==> config.mk <==
export PLATFORM = sky130hd
export DESIGN_NAME = sorted_timeout_queue_core_flat
export DESIGN_NICKNAME = d
export VERILOG_FILES = /design/src/sv/stq_pkg.sv /design/src/sv/stq_ifs.sv /design/src/sv/stq_cell.sv /design/src/sv/sorted_timeout_queue_core.sv /design/src/flat_wrapper.sv
export SDC_FILE = /design/constraint.sdc
export NUM_CORES = 2
export LEC_CHECK = 0
export BUFFER_PORTS_ARGS = -buffer_cell sky130_fd_sc_hd__clkbuf_2
export CORE_MARGIN = 4
export CORE_UTILIZATION = 60
export CTS_CLUSTER_DIAMETER = 80
export DETAILED_ROUTE_END_ITERATION = 8
export PLACE_DENSITY = 0.76
export SLEW_MARGIN = 20
export SYNTH_ARGS = -nofsm -noshare
export SYNTH_HDL_FRONTEND = slang
export SYNTH_HIERARCHICAL = 1
export SYNTH_SLANG_ARGS = --single-unit
==> constraint.sdc <==
create_clock -name i_clk -period 9.4 [get_ports i_clk]
set_clock_uncertainty 0.15 [all_clocks]
set_input_delay 1.88 -clock i_clk [delete_from_list [all_inputs] [get_ports i_clk]]
set_output_delay 1.88 -clock i_clk [all_outputs]
set_load 0.005 [all_outputs]
==> src/sv/stq_pkg.sv <==
// Package for the sorted timeout queue: sizes, operation codes and the
// structs shared by the queue cells and the top level. No dependencies.
`timescale 1ns / 1ps

package stq_pkg;

    localparam int DEPTH   = 16;
    localparam int DELAY_W = 32;
    localparam int TAG_W   = 8;
    localparam int CNT_W   = $clog2(DEPTH + 1);

    localparam logic OP_ADD    = 1'b0;
    localparam logic OP_EXPIRE = 1'b1;

    // Broadcast from the top level to every cell of the chain.
    typedef struct packed {
        logic               shift_in;    // insert new entry at its sorted slot
        logic               shift_out;   // pop head, move everything one left
        logic [DELAY_W-1:0] new_delay;
        logic [TAG_W-1:0]   new_tag;
        logic [DELAY_W-1:0] head_delay;  // subtracted from survivors on pop
    } t_cell_ctrl;

    typedef struct packed {
        logic               fired_valid;
        logic [TAG_W-1:0]   fired_tag;
        logic [DELAY_W-1:0] head_delay;
        logic               countdown_enable;
        logic               add_dropped;
        logic               empty_error;
    } t_result;

endpackage

==> src/sv/stq_ifs.sv <==
// Valid/ready channel interfaces for the sorted timeout queue words.
// Depends on stq_pkg for field widths.
`timescale 1ns / 1ps

interface stq_in_if;
    logic                        valid;
    logic                        ready;
    logic                        operation;
    logic [stq_pkg::DELAY_W-1:0] delay_seconds;
    logic [stq_pkg::TAG_W-1:0]   tag;

    modport source (output valid, output operation, output delay_seconds,
                    output tag, input ready);
    modport sink   (input valid, input operation, input delay_seconds,
                    input tag, output ready);
endinterface

interface stq_out_if;
    logic                        valid;
    logic                        ready;
    logic                        fired_valid;
    logic [stq_pkg::TAG_W-1:0]   fired_tag;
    logic [stq_pkg::DELAY_W-1:0] head_delay;
    logic                        countdown_enable;
    logic                        add_dropped;
    logic                        empty_error;

    modport source (output valid, output fired_valid, output fired_tag,
                    output head_delay, output countdown_enable,
                    output add_dropped, output empty_error, input ready);
    modport sink   (input valid, input fired_valid, input fired_tag,
                    input head_delay, input countdown_enable,
                    input add_dropped, input empty_error, output ready);
endinterface

==> src/sv/stq_cell.sv <==
// One slot of the sorted timeout queue: holds a delay and a tag and trades
// them with its left and right neighbors. Depends on stq_pkg.
`timescale 1ns / 1ps

module stq_cell (
    input  logic                        i_clk,
    input  stq_pkg::t_cell_ctrl         i_ctrl,
    input  logic                        i_occupied,
    input  logic                        i_left_gt,
    input  logic [stq_pkg::DELAY_W-1:0] i_left_delay,
    input  logic [stq_pkg::TAG_W-1:0]   i_left_tag,
    input  logic [stq_pkg::DELAY_W-1:0] i_right_delay,
    input  logic [stq_pkg::TAG_W-1:0]   i_right_tag,
    output logic [stq_pkg::DELAY_W-1:0] o_delay,
    output logic [stq_pkg::TAG_W-1:0]   o_tag,
    output logic                        o_gt
);

    logic [stq_pkg::DELAY_W-1:0] r_delay, n_delay;
    logic [stq_pkg::TAG_W-1:0]   r_tag, n_tag;

    // This slot holds an entry that the new one must go in front of.
    assign o_gt = i_occupied && (r_delay > i_ctrl.new_delay);

    always_comb begin
        n_delay = r_delay;
        n_tag   = r_tag;
        if (i_ctrl.shift_in) begin
            if (i_left_gt) begin
                n_delay = i_left_delay;
                n_tag   = i_left_tag;
            end else if (o_gt || !i_occupied) begin
                n_delay = i_ctrl.new_delay;
                n_tag   = i_ctrl.new_tag;
            end
        end else if (i_ctrl.shift_out) begin
            n_delay = i_right_delay - i_ctrl.head_delay;
            n_tag   = i_right_tag;
        end
    end

    always_ff @(posedge i_clk) begin
        r_delay <= n_delay;
        r_tag   <= n_tag;
    end

    assign o_delay = r_delay;
    assign o_tag   = r_tag;

endmodule

==> src/sv/sorted_timeout_queue_core.sv <==
// Top level of the sorted timeout queue: a chain of stq_cell slots plus the
// fill count and the registered result word. Depends on stq_pkg, stq_ifs, stq_cell.
`timescale 1ns / 1ps

// Sorted timeout queue. Holds up to stq_pkg::DEPTH pending timers, each a
// 32-bit delay and an 8-bit tag, sorted by delay in a chain of cells. An add
// word (operation 0) slides the new timer in behind every entry of equal or
// smaller delay; an expire word (operation 1) pops the head, reports its tag
// and subtracts the head delay from every remaining entry. Each cell decides
// its own move with one compare and one subtract, so the block takes one word
// per clock unless the output stalls; the result word appears in an output
// register in the cycle after acceptance. The input stays ready while that
// register is empty or being drained, so a stalled output holds the queue
// after at most one more word. Every input word produces exactly one result
// word carrying the delay to load into the countdown and its enable. An add
// to a full queue is dropped and flagged; an expire on an empty queue is
// flagged. After reset the queue is empty and ready at once.
module sorted_timeout_queue_core (
    input  logic             i_clk,
    input  logic             i_rst_n,
    stq_in_if.sink           i_in,
    stq_out_if.source        o_out
);

    localparam int DEPTH = stq_pkg::DEPTH;
    localparam int CNT_W = stq_pkg::CNT_W;

    logic [CNT_W-1:0]            r_count, n_count;
    logic                        r_out_valid, n_out_valid;
    stq_pkg::t_result            r_res, n_res;
    stq_pkg::t_cell_ctrl         w_ctrl;

    logic [stq_pkg::DELAY_W-1:0] w_delay [DEPTH];
    logic [stq_pkg::TAG_W-1:0]   w_tag   [DEPTH];
    logic [DEPTH-1:0]            w_gt;

    logic w_accept, w_is_add, w_full, w_empty, w_do_add, w_do_pop;

    // Take a word whenever the result register is free or drains this cycle.
    assign i_in.ready = !r_out_valid || o_out.ready;
    assign w_accept   = i_in.valid && i_in.ready;
    assign w_is_add   = (i_in.operation == stq_pkg::OP_ADD);
    assign w_full     = (r_count == CNT_W'(DEPTH));
    assign w_empty    = (r_count == '0);
    assign w_do_add   = w_accept && w_is_add && !w_full;
    assign w_do_pop   = w_accept && !w_is_add && !w_empty;

    always_comb begin
        w_ctrl.shift_in   = w_do_add;
        w_ctrl.shift_out  = w_do_pop;
        w_ctrl.new_delay  = i_in.delay_seconds;
        w_ctrl.new_tag    = i_in.tag;
        w_ctrl.head_delay = w_delay[0];
    end

    // Chain of slots; occupancy is implied by the fill count.
    for (genvar g = 0; g < DEPTH; g++) begin : g_cell
        logic                        w_left_gt;
        logic [stq_pkg::DELAY_W-1:0] w_left_delay, w_right_delay;
        logic [stq_pkg::TAG_W-1:0]   w_left_tag, w_right_tag;

        if (g == 0) begin : g_first
            assign w_left_gt    = 1'b0;
            assign w_left_delay = w_delay[g];
            assign w_left_tag   = w_tag[g];
        end else begin : g_mid
            assign w_left_gt    = w_gt[g-1];
            assign w_left_delay = w_delay[g-1];
            assign w_left_tag   = w_tag[g-1];
        end

        if (g == DEPTH - 1) begin : g_last
            assign w_right_delay = w_delay[g];
            assign w_right_tag   = w_tag[g];
        end else begin : g_inner
            assign w_right_delay = w_delay[g+1];
            assign w_right_tag   = w_tag[g+1];
        end

        stq_cell u_cell (
            .i_clk         (i_clk),
            .i_ctrl        (w_ctrl),
            .i_occupied    (r_count > CNT_W'(g)),
            .i_left_gt     (w_left_gt),
            .i_left_delay  (w_left_delay),
            .i_left_tag    (w_left_tag),
            .i_right_delay (w_right_delay),
            .i_right_tag   (w_right_tag),
            .o_delay       (w_delay[g]),
            .o_tag         (w_tag[g]),
            .o_gt          (w_gt[g])
        );
    end

    // Advance the fill count and build the result word from the current head.
    always_comb begin
        n_count     = r_count;
        n_out_valid = r_out_valid;
        n_res       = r_res;
        if (o_out.ready) begin
            n_out_valid = 1'b0;
        end
        if (w_do_add) begin
            n_count = r_count + 1'b1;
        end else if (w_do_pop) begin
            n_count = r_count - 1'b1;
        end
        if (w_accept) begin
            n_out_valid = 1'b1;
            n_res       = '0;
            if (w_is_add) begin
                n_res.add_dropped      = w_full;
                n_res.countdown_enable = 1'b1;
                // The new timer becomes the head if it beats the current one.
                if (!w_full && (w_empty || w_gt[0])) begin
                    n_res.head_delay = i_in.delay_seconds;
                end else begin
                    n_res.head_delay = w_delay[0];
                end
            end else if (w_empty) begin
                n_res.empty_error = 1'b1;
            end else begin
                n_res.fired_valid      = 1'b1;
                n_res.fired_tag        = w_tag[0];
                n_res.countdown_enable = (r_count > CNT_W'(1));
                if (r_count > CNT_W'(1)) begin
                    n_res.head_delay = w_delay[1] - w_delay[0];
                end
            end
        end
    end

    always_ff @(posedge i_clk) begin
        if (!i_rst_n) begin
            r_count     <= '0;
            r_out_valid <= 1'b0;
        end else begin
            r_count     <= n_count;
            r_out_valid <= n_out_valid;
        end
        r_res <= n_res;
    end

    assign o_out.valid            = r_out_valid;
    assign o_out.fired_valid      = r_res.fired_valid;
    assign o_out.fired_tag        = r_res.fired_tag;
    assign o_out.head_delay       = r_res.head_delay;
    assign o_out.countdown_enable = r_res.countdown_enable;
    assign o_out.add_dropped      = r_res.add_dropped;
    assign o_out.empty_error      = r_res.empty_error;

    // The fill count never passes the number of slots.
    a_count_bound: assert property (@(posedge i_clk) disable iff (!i_rst_n)
        r_count <= CNT_W'(DEPTH))
        else $error("queue count exceeds depth");

    // Every accepted word yields a result word in the next cycle.
    a_result_follows: assert property (@(posedge i_clk) disable iff (!i_rst_n)
        w_accept |=> r_out_valid)
        else $error("accepted word produced no result");

    // A dropped add leaves the queue untouched.
    a_drop_holds: assert property (@(posedge i_clk) disable iff (!i_rst_n)
        (w_accept && w_is_add && w_full) |=> $stable(r_count))
        else $error("dropped add changed the queue");

    // The countdown enable reported agrees with the fill count left behind.
    a_enable_count: assert property (@(posedge i_clk) disable iff (!i_rst_n)
        w_accept |=> (r_res.countdown_enable == (r_count != '0)))
        else $error("countdown enable disagrees with queue fill");

    // One word never flags both a drop and an empty expire.
    a_flags_exclusive: assert property (@(posedge i_clk) disable iff (!i_rst_n)
        r_out_valid |-> !(r_res.add_dropped && r_res.empty_error))
        else $error("both error flags set");

endmodule

==> src/flat_wrapper.sv <==
// flat-port wrapper written by rule: the top's interface ports become plain ports
module sorted_timeout_queue_core_flat 
  (i_clk, i_rst_n, i_in_valid, i_in_operation, i_in_delay_seconds, i_in_tag, i_in_ready, o_out_valid, o_out_fired_valid, o_out_fired_tag, o_out_head_delay, o_out_countdown_enable, o_out_add_dropped, o_out_empty_error, o_out_ready);
  stq_in_if i_in_i ();
  stq_out_if o_out_i ();
  input  logic i_clk;
  input  logic i_rst_n;
  input wire logic [$bits(i_in_i.valid)-1:0] i_in_valid;
  input wire logic [$bits(i_in_i.operation)-1:0] i_in_operation;
  input wire logic [$bits(i_in_i.delay_seconds)-1:0] i_in_delay_seconds;
  input wire logic [$bits(i_in_i.tag)-1:0] i_in_tag;
  output wire logic [$bits(i_in_i.ready)-1:0] i_in_ready;
  output wire logic [$bits(o_out_i.valid)-1:0] o_out_valid;
  output wire logic [$bits(o_out_i.fired_valid)-1:0] o_out_fired_valid;
  output wire logic [$bits(o_out_i.fired_tag)-1:0] o_out_fired_tag;
  output wire logic [$bits(o_out_i.head_delay)-1:0] o_out_head_delay;
  output wire logic [$bits(o_out_i.countdown_enable)-1:0] o_out_countdown_enable;
  output wire logic [$bits(o_out_i.add_dropped)-1:0] o_out_add_dropped;
  output wire logic [$bits(o_out_i.empty_error)-1:0] o_out_empty_error;
  input wire logic [$bits(o_out_i.ready)-1:0] o_out_ready;
  assign i_in_i.valid = i_in_valid;
  assign i_in_i.operation = i_in_operation;
  assign i_in_i.delay_seconds = i_in_delay_seconds;
  assign i_in_i.tag = i_in_tag;
  assign i_in_ready = i_in_i.ready;
  assign o_out_valid = o_out_i.valid;
  assign o_out_fired_valid = o_out_i.fired_valid;
  assign o_out_fired_tag = o_out_i.fired_tag;
  assign o_out_head_delay = o_out_i.head_delay;
  assign o_out_countdown_enable = o_out_i.countdown_enable;
  assign o_out_add_dropped = o_out_i.add_dropped;
  assign o_out_empty_error = o_out_i.empty_error;
  assign o_out_i.ready = o_out_ready;
  sorted_timeout_queue_core u_core (.i_clk(i_clk), .i_rst_n(i_rst_n), .i_in(i_in_i), .o_out(o_out_i));
endmodule
# Word-level counts from Yosys, hierarchy flattened
# Index checks and enable logic that the tools add are counted.
[op_classes]
add_sub_neg = 17
n_lt_le_gt_ge = 32
eq_ne = 17
muxes = 132
bitwise = 1
reduce_logical = 81
[ops]
columns = ["cell", "count"]
rows = [
  ["$mux W32", 64],
  ["$gt A32 B32 Y1", 16],
  ["$mux W8", 61],
  ["$sub A32 B32 Y32", 15],
  ["$ne A3 B3 Y1 const B", 15],
  ["$mux W42", 1],
  ["$gt A5 B4 Y1 const B", 8],
  ["$reduce_and A2 Y1", 17],
  ["$mux W33", 1],
  ["$logic_and A1 B1 Y1", 22],
  ["$gt A5 B3 Y1 const B", 4],
  ["$logic_not A1 Y1", 19],
  ["$logic_or A1 B1 Y1", 18],
  ["$gt A5 B1 Y1 const B", 2],
  ["$gt A5 B2 Y1 const B", 2],
  ["$mux W5", 2],
  ["$reduce_bool A2 Y1", 3],
  ["$add A5 B1 Y5 const B", 1],
  ["$eq A5 B5 Y1 const B", 1],
  ["$logic_not A5 Y1", 1],
  ["$sub A5 B1 Y5 const B", 1],
  ["$mux W1", 3],
  ["$ne A2 B2 Y1 const B", 1],
  ["$reduce_or A2 Y1", 1],
  ["$not A1 Y1", 1],
]
[totals]
register_bits = 690
inputBits = 45
elab_cells = 320

# Longest topological paths before layout
[logic_depth]
ltp_word = 7
ltp_mapped = 17
ltp_nobuf = 14

# Cells and area by module
# Netlist, hierarchy kept.
[modules_own_cells]
columns = ["mod", "n_inst", "cells_each", "area_each_um2", "seq_area_each_um2"]
rows = [
  ["stq_cell (u_core.g_cell[0].u_cell ...)", 8, 595, 4839.6, 1201.2],
  ["stq_cell (u_core.g_cell[5].u_cell ...)", 4, 601, 4911.0, 1201.2],
  ["stq_cell (u_core.g_cell[11].u_cell ...)", 2, 590, 4800.9, 1201.2],
  ["stq_cell (u_core.g_cell[13].u_cell)", 1, 602, 4857.2, 1201.2],
  ["stq_cell (u_core.g_cell[7].u_cell)", 1, 565, 4631.9, 1201.2],
  ["sorted_timeout_queue_core", 1, 539, 4424.2, 1441.4],
]

# Least setup slack after synthesis
# OpenSTA, ideal clock, no wires.
[synth_timing]
path_kind = "in2reg"
from = "input i_in_delay_seconds[15]"
to = "register u_core.g_cell[8].u_cell.r_delay, in the netlist u_core/g_cell[8].u_cell/o_delay[0], enable pin"
setup_time_ps = 461
t_arrival_ps = 6300
required_ps = 8789
slack_ps = 2489
stages = 14
path_buffers = 3
path_cell_list = "inv_1 -> ha_1 -> nand3_1 -> nor4_1 -> o21ai_0 -> o211ai_1 -> a31oi_1 -> a41o_1 -> nor2_1 -> clkbuf_1 -> clkbuf_1 -> buf_1 -> nor3b_1 -> a31oi_1"
[synth_between]
word_cells_on_any_way = 7
classes_between = "order compare: 2; eq/ne: 1; reduce/logical: 4"
[synth_rtl]
columns = ["element", "line_no", "source"]
rows = [
  ["from (decl)", "flat_wrapper.sv:10", "input wire logic [$bits(i_in_i.delay_seconds)-1:0] i_in_delay_seconds;"],
  ["$gt A32 B32 Y1", "stq_cell.sv:23", "assign o_gt = i_occupied && (r_delay > i_ctrl.new_delay);"],
  ["$logic_and A1 B1 Y1", "stq_cell.sv:23", ""],
  ["named net u_core.g_cell[8].w_left_gt", "sorted_timeout_queue_core.sv:58", "logic w_left_gt;"],
  ["$ne A3 B3 Y1 (no line)", "--", ""],
  ["$reduce_and A2 Y1 (no line)", "--", ""],
  ["to (signal assigned)", "stq_cell.sv:43", "r_delay <= n_delay;"],
  ["to (decl)", "stq_cell.sv:19", "logic [stq_pkg::DELAY_W-1:0] r_delay, n_delay;"],
]
# The timed path passes the listed nets, and every way through them passes these cells.
# A chain may end at the register's enable or synchronous reset.

# Final worst setup path
[layout_timing]
from = "input i_in_delay_seconds[17]"
to = "register u_core.g_cell[11].u_cell.r_tag, in the netlist u_core/g_cell[11].u_cell/o_tag[6], enable pin"
[layout_between]
word_cells_on_any_way = 7
classes_between = "order compare: 2; eq/ne: 1; reduce/logical: 4"
[layout_rtl]
columns = ["element", "line_no", "source"]
rows = [
  ["$gt A32 B32 Y1", "stq_cell.sv:23", ""],
  ["$logic_and A1 B1 Y1", "stq_cell.sv:23", ""],
  ["named net u_core.g_cell[11].w_left_gt", "sorted_timeout_queue_core.sv:58", ""],
  ["$ne A3 B3 Y1 (no line)", "--", ""],
  ["$reduce_and A2 Y1 (no line)", "--", ""],
  ["to (signal assigned)", "stq_cell.sv:44", "r_tag <= n_tag;"],
  ["to (decl)", "stq_cell.sv:20", "logic [stq_pkg::TAG_W-1:0] r_tag, n_tag;"],
]
# The timed path passes the listed nets, and every way through them passes these cells.

==> summary.txt <==
Run status
  – Status: finished, final reports clean

Global route
  – Global-route total usage across every layer: 0.446
  – Largest net degree at the start of global routing: ~130
  – Initial antenna violation count: 14
  – Via count of the first global-routing pass: ~76000
  – Global route overflow: 0
  – Global-route wire length before repair: about 480 mm

Die
  – Chip width: 377 um
  – Vertical extent of the die: approximately 380 um
  – Effective utilization at floorplan: 0.604
  – Area enclosed by the die boundary: between 100000 and 150000 um^2
  – I/O pins: 91
  – Number of core rows: between 100 and 150
  – Core outline area: between 100000 and 150000 um^2

Place
  – Global placement routability congestion: 1.07
  – Number of input and output port buffers inserted: 90
  – DP HPWL: 245 mm

CTS
  – H-tree levels: 3
  – Number of buffers inserted during clock tree synthesis: just over 90
  – Clock insertion delay at the later pin of the skew report: between 700 and 800 ps
  – Clock slew seen by the registers of the worst setup and hold paths: 70 ps
  – Total setup buffers inserted after CTS: 0
  – Clock sink count: 690
  – Post-CTS Hold Fix Bufs: 0
  – Clock Tree Root: sky130_fd_sc_hd__clkbuf_16
  – Buffer levels on the longest clock path: 3
  – Resize count post-CTS: 0
  – CTS tree: done

Pwr
  – Power per cell area: ~300 nW/um^2
  – Peak supply drop: 0.174 mV
  – Pleak: about 39 nW

Detailed routing
  – Antenna-violating nets left: 0
  – Via count of the routed design: around 83000
  – Post-detailed-route wirelength per cell: roughly 28 um
  – Via density: 6.99
  – Number of iterations in the first detailed-routing pass: 9
  – Count of routing violations after the opening detailed-route iteration: 13100
  – Detailed Route WL: about 330 mm
  – Detailed-route DRC error count: 0

Setup path
  – Crit path DAT: between 6000 and 7000 ps
  – Critical R2R Launch: u_core/r_count[0]
  – Crit path buffers/inverters: 5
  – Flop-to-flop setup slack: slightly below 4000 ps
  – Highest-delay cell along the critical path: sky130_fd_sc_hd__a21boi_4
  – Element type at the critical path start: input pin
  – CP endpoint kind: flop
  – Worst r2r path cells: 10
  – End of the worst register-to-register path: u_core/g_cell[14].u_cell/o_tag[0]
  – Classification of the worst setup path: in -> reg
  – Kind of cell adding the most delay to the critical path: buffers and inverters
  – Delay contributed by the slowest stage of the critical path: 850 ps
  – Crit-path max FO: 39
  – Ordered list of cells on the worst path: clkbuf_2 -> buf_4 -> inv_1 -> ha_1 -> nand4_1 -> nor4_1 -> nand3_1 -> a21boi_4 -> inv_1 -> a41oi_4 -> buf_4
  – Worst endpoint required time: ~9600 ps

STA
  – Slew @ Worst Pin: around 1200 ps
  – Count of final max-slew check failures: 0
  – Setup violations, final: 0
  – Worst hold slack: approximately 420 ps
  – Shortest clock period the worst path allows after layout: between 6000 and 7000 ps
  – Setup TNS: 0 ps
  – Unrepaired setup endpoints after global routing: false
  – Period Utilization, post-route: 0.696
  – Final count of hold timing violations: 0
  – Relative max-transition margin: 0.232
  – Max Clock Freq: roughly 0.15 GHz

Worst hold path
  – Worst Hold Launch: u_core/o_out.valid
  – Worst hold path endpoint: u_core/o_out.valid
  – Class of the worst hold path: reg -> reg
  – Hold Path Stages: 2

Cells and area
  – Layout cell share with drive strength beyond 1: 0.0543
  – Layout overhead on the synthesized area: 6.63%
  – Count of nets after finishing: between 10000 and 15000
  – Most common library cell in the layout ignoring fill and taps: sky130_fd_sc_hd__inv_1
  – Highest-count cells in the layout ignoring fill and taps: sky130_fd_sc_hd__inv_1 (1238), sky130_fd_sc_hd__ha_1 (1044), sky130_fd_sc_hd__a21oi_1 (951), sky130_fd_sc_hd__nand2_1 (747), sky130_fd_sc_hd__edfxtp_1 (684)

Yosys
  – Netlist area before placement: 81900 um^2
  – Mean cell area of the mapped netlist: roughly 8.1 um^2
  – Mapped Nets: between 10000 and 15000
  – Synthesis warning total: 6
  – Number of cells produced by synthesis: between 10000 and 15000

Flow run
  – Maximum capacitance violations: 0
-- how the worst max path moves through the flow --
stage / startpoint / to / slack [ps] / depth (start not counted)
after floorplan: i_in_delay_seconds[15] / u_core/g_cell[8].u_cell/o_delay[0] / 2490 / 14
after global placement: i_in_delay_seconds[22] / u_core/g_cell[11].u_cell/o_tag[3] / 2490 / 11
after detailed placement: i_in_delay_seconds[22] / u_core/g_cell[11].u_cell/o_tag[2] / 2370 / 11
after CTS: i_in_delay_seconds[17] / u_core/g_cell[11].u_cell/o_delay[1] / 3140 / 11
after global routing: i_in_delay_seconds[17] / u_core/g_cell[7].u_cell/o_delay[19] / 2790 / 15
final: i_in_delay_seconds[17] / u_core/g_cell[11].u_cell/o_tag[6] / 2860 / 11
-- report_power, final --
part | switching, mW | internal (mW) | total [mW]
registers | 1.13 | 4.72 | 5.85
logic | 10.2 | 6.15 | 16.4
clock network | 1.61 | 2.02 | 3.64
total | 13.0 | 12.9 | 25.9
-- worst register-to-register path: cells and delay by family (launching register included) --
kind / cells / cell delay (ps)
AOI/OAI and AO/OA: 1 / 700
adders and majority gates: 1 / 290
buffers and inverters: 4 / 1590
DFF: 1 / 540
and+or+nand+nor: 4 / 1800
-- final cells by class --
class / count / area [um^2]
well taps: 1781 / 2230
flip-flops and latches: 690 / 20700
fillers: 11700 / 48200
repair buffers: 228 / 1530
diodes: 16 / 40.0
clock inverters: 66 / 658
clock buffers: 103 / 2360
multi-input cells: 7689 / 55100
inverters: 1246 / 4680
-- registers in the layout, summed over array words and instances (netlist names) --
name                           flops
u_core/g_cell.u_cell/o_delay     512
u_core/g_cell.u_cell/o_tag       128
u_core/o_out.add_dropped           1
u_core/o_out.countdown_enable      1
u_core/o_out.empty_error           1
u_core/o_out.fired_tag             8
u_core/o_out.fired_valid           1
u_core/o_out.head_delay           32
u_core/o_out.valid                 1
u_core/r_count                     5
-- layer usage --
| layer | up-vias | part of all wire | track usage |
|---|---|---|---|
| met2 | 5813 | 0.40 | 0.641 |
| met4 | 14 | 0.085 | 0.311 |
| met1 | 38800 | 0.38 | 0.583 |
| met3 | 1360 | 0.14 | 0.117 |
| li1 | 36600 | - | - |
| met5 | - | 0.00028 | 0 |
-- through the flow --
| stage | utilization | std cells | power, mW | cell area, um^2 | worst slack [ps] |
|---|---|---|---|---|---|
| after global routing | 0.644 | 11800 | 27.3 | 87300 | 2790 |
| final | 0.644 | 11800 | 25.9 | 87300 | 2860 |
| after global placement | 0.622 | 11600 | 21.1 | 84200 | 2490 |
| after detailed placement | 0.622 | 11600 | 21.4 | 84200 | 2370 |
| after floorplan | - | 10000 | 16.9 | 81900 | 2490 |
| after CTS | 0.644 | 11800 | 25.1 | 87300 | 3140 |
Note: power is estimated with default switching activity, not from simulation.
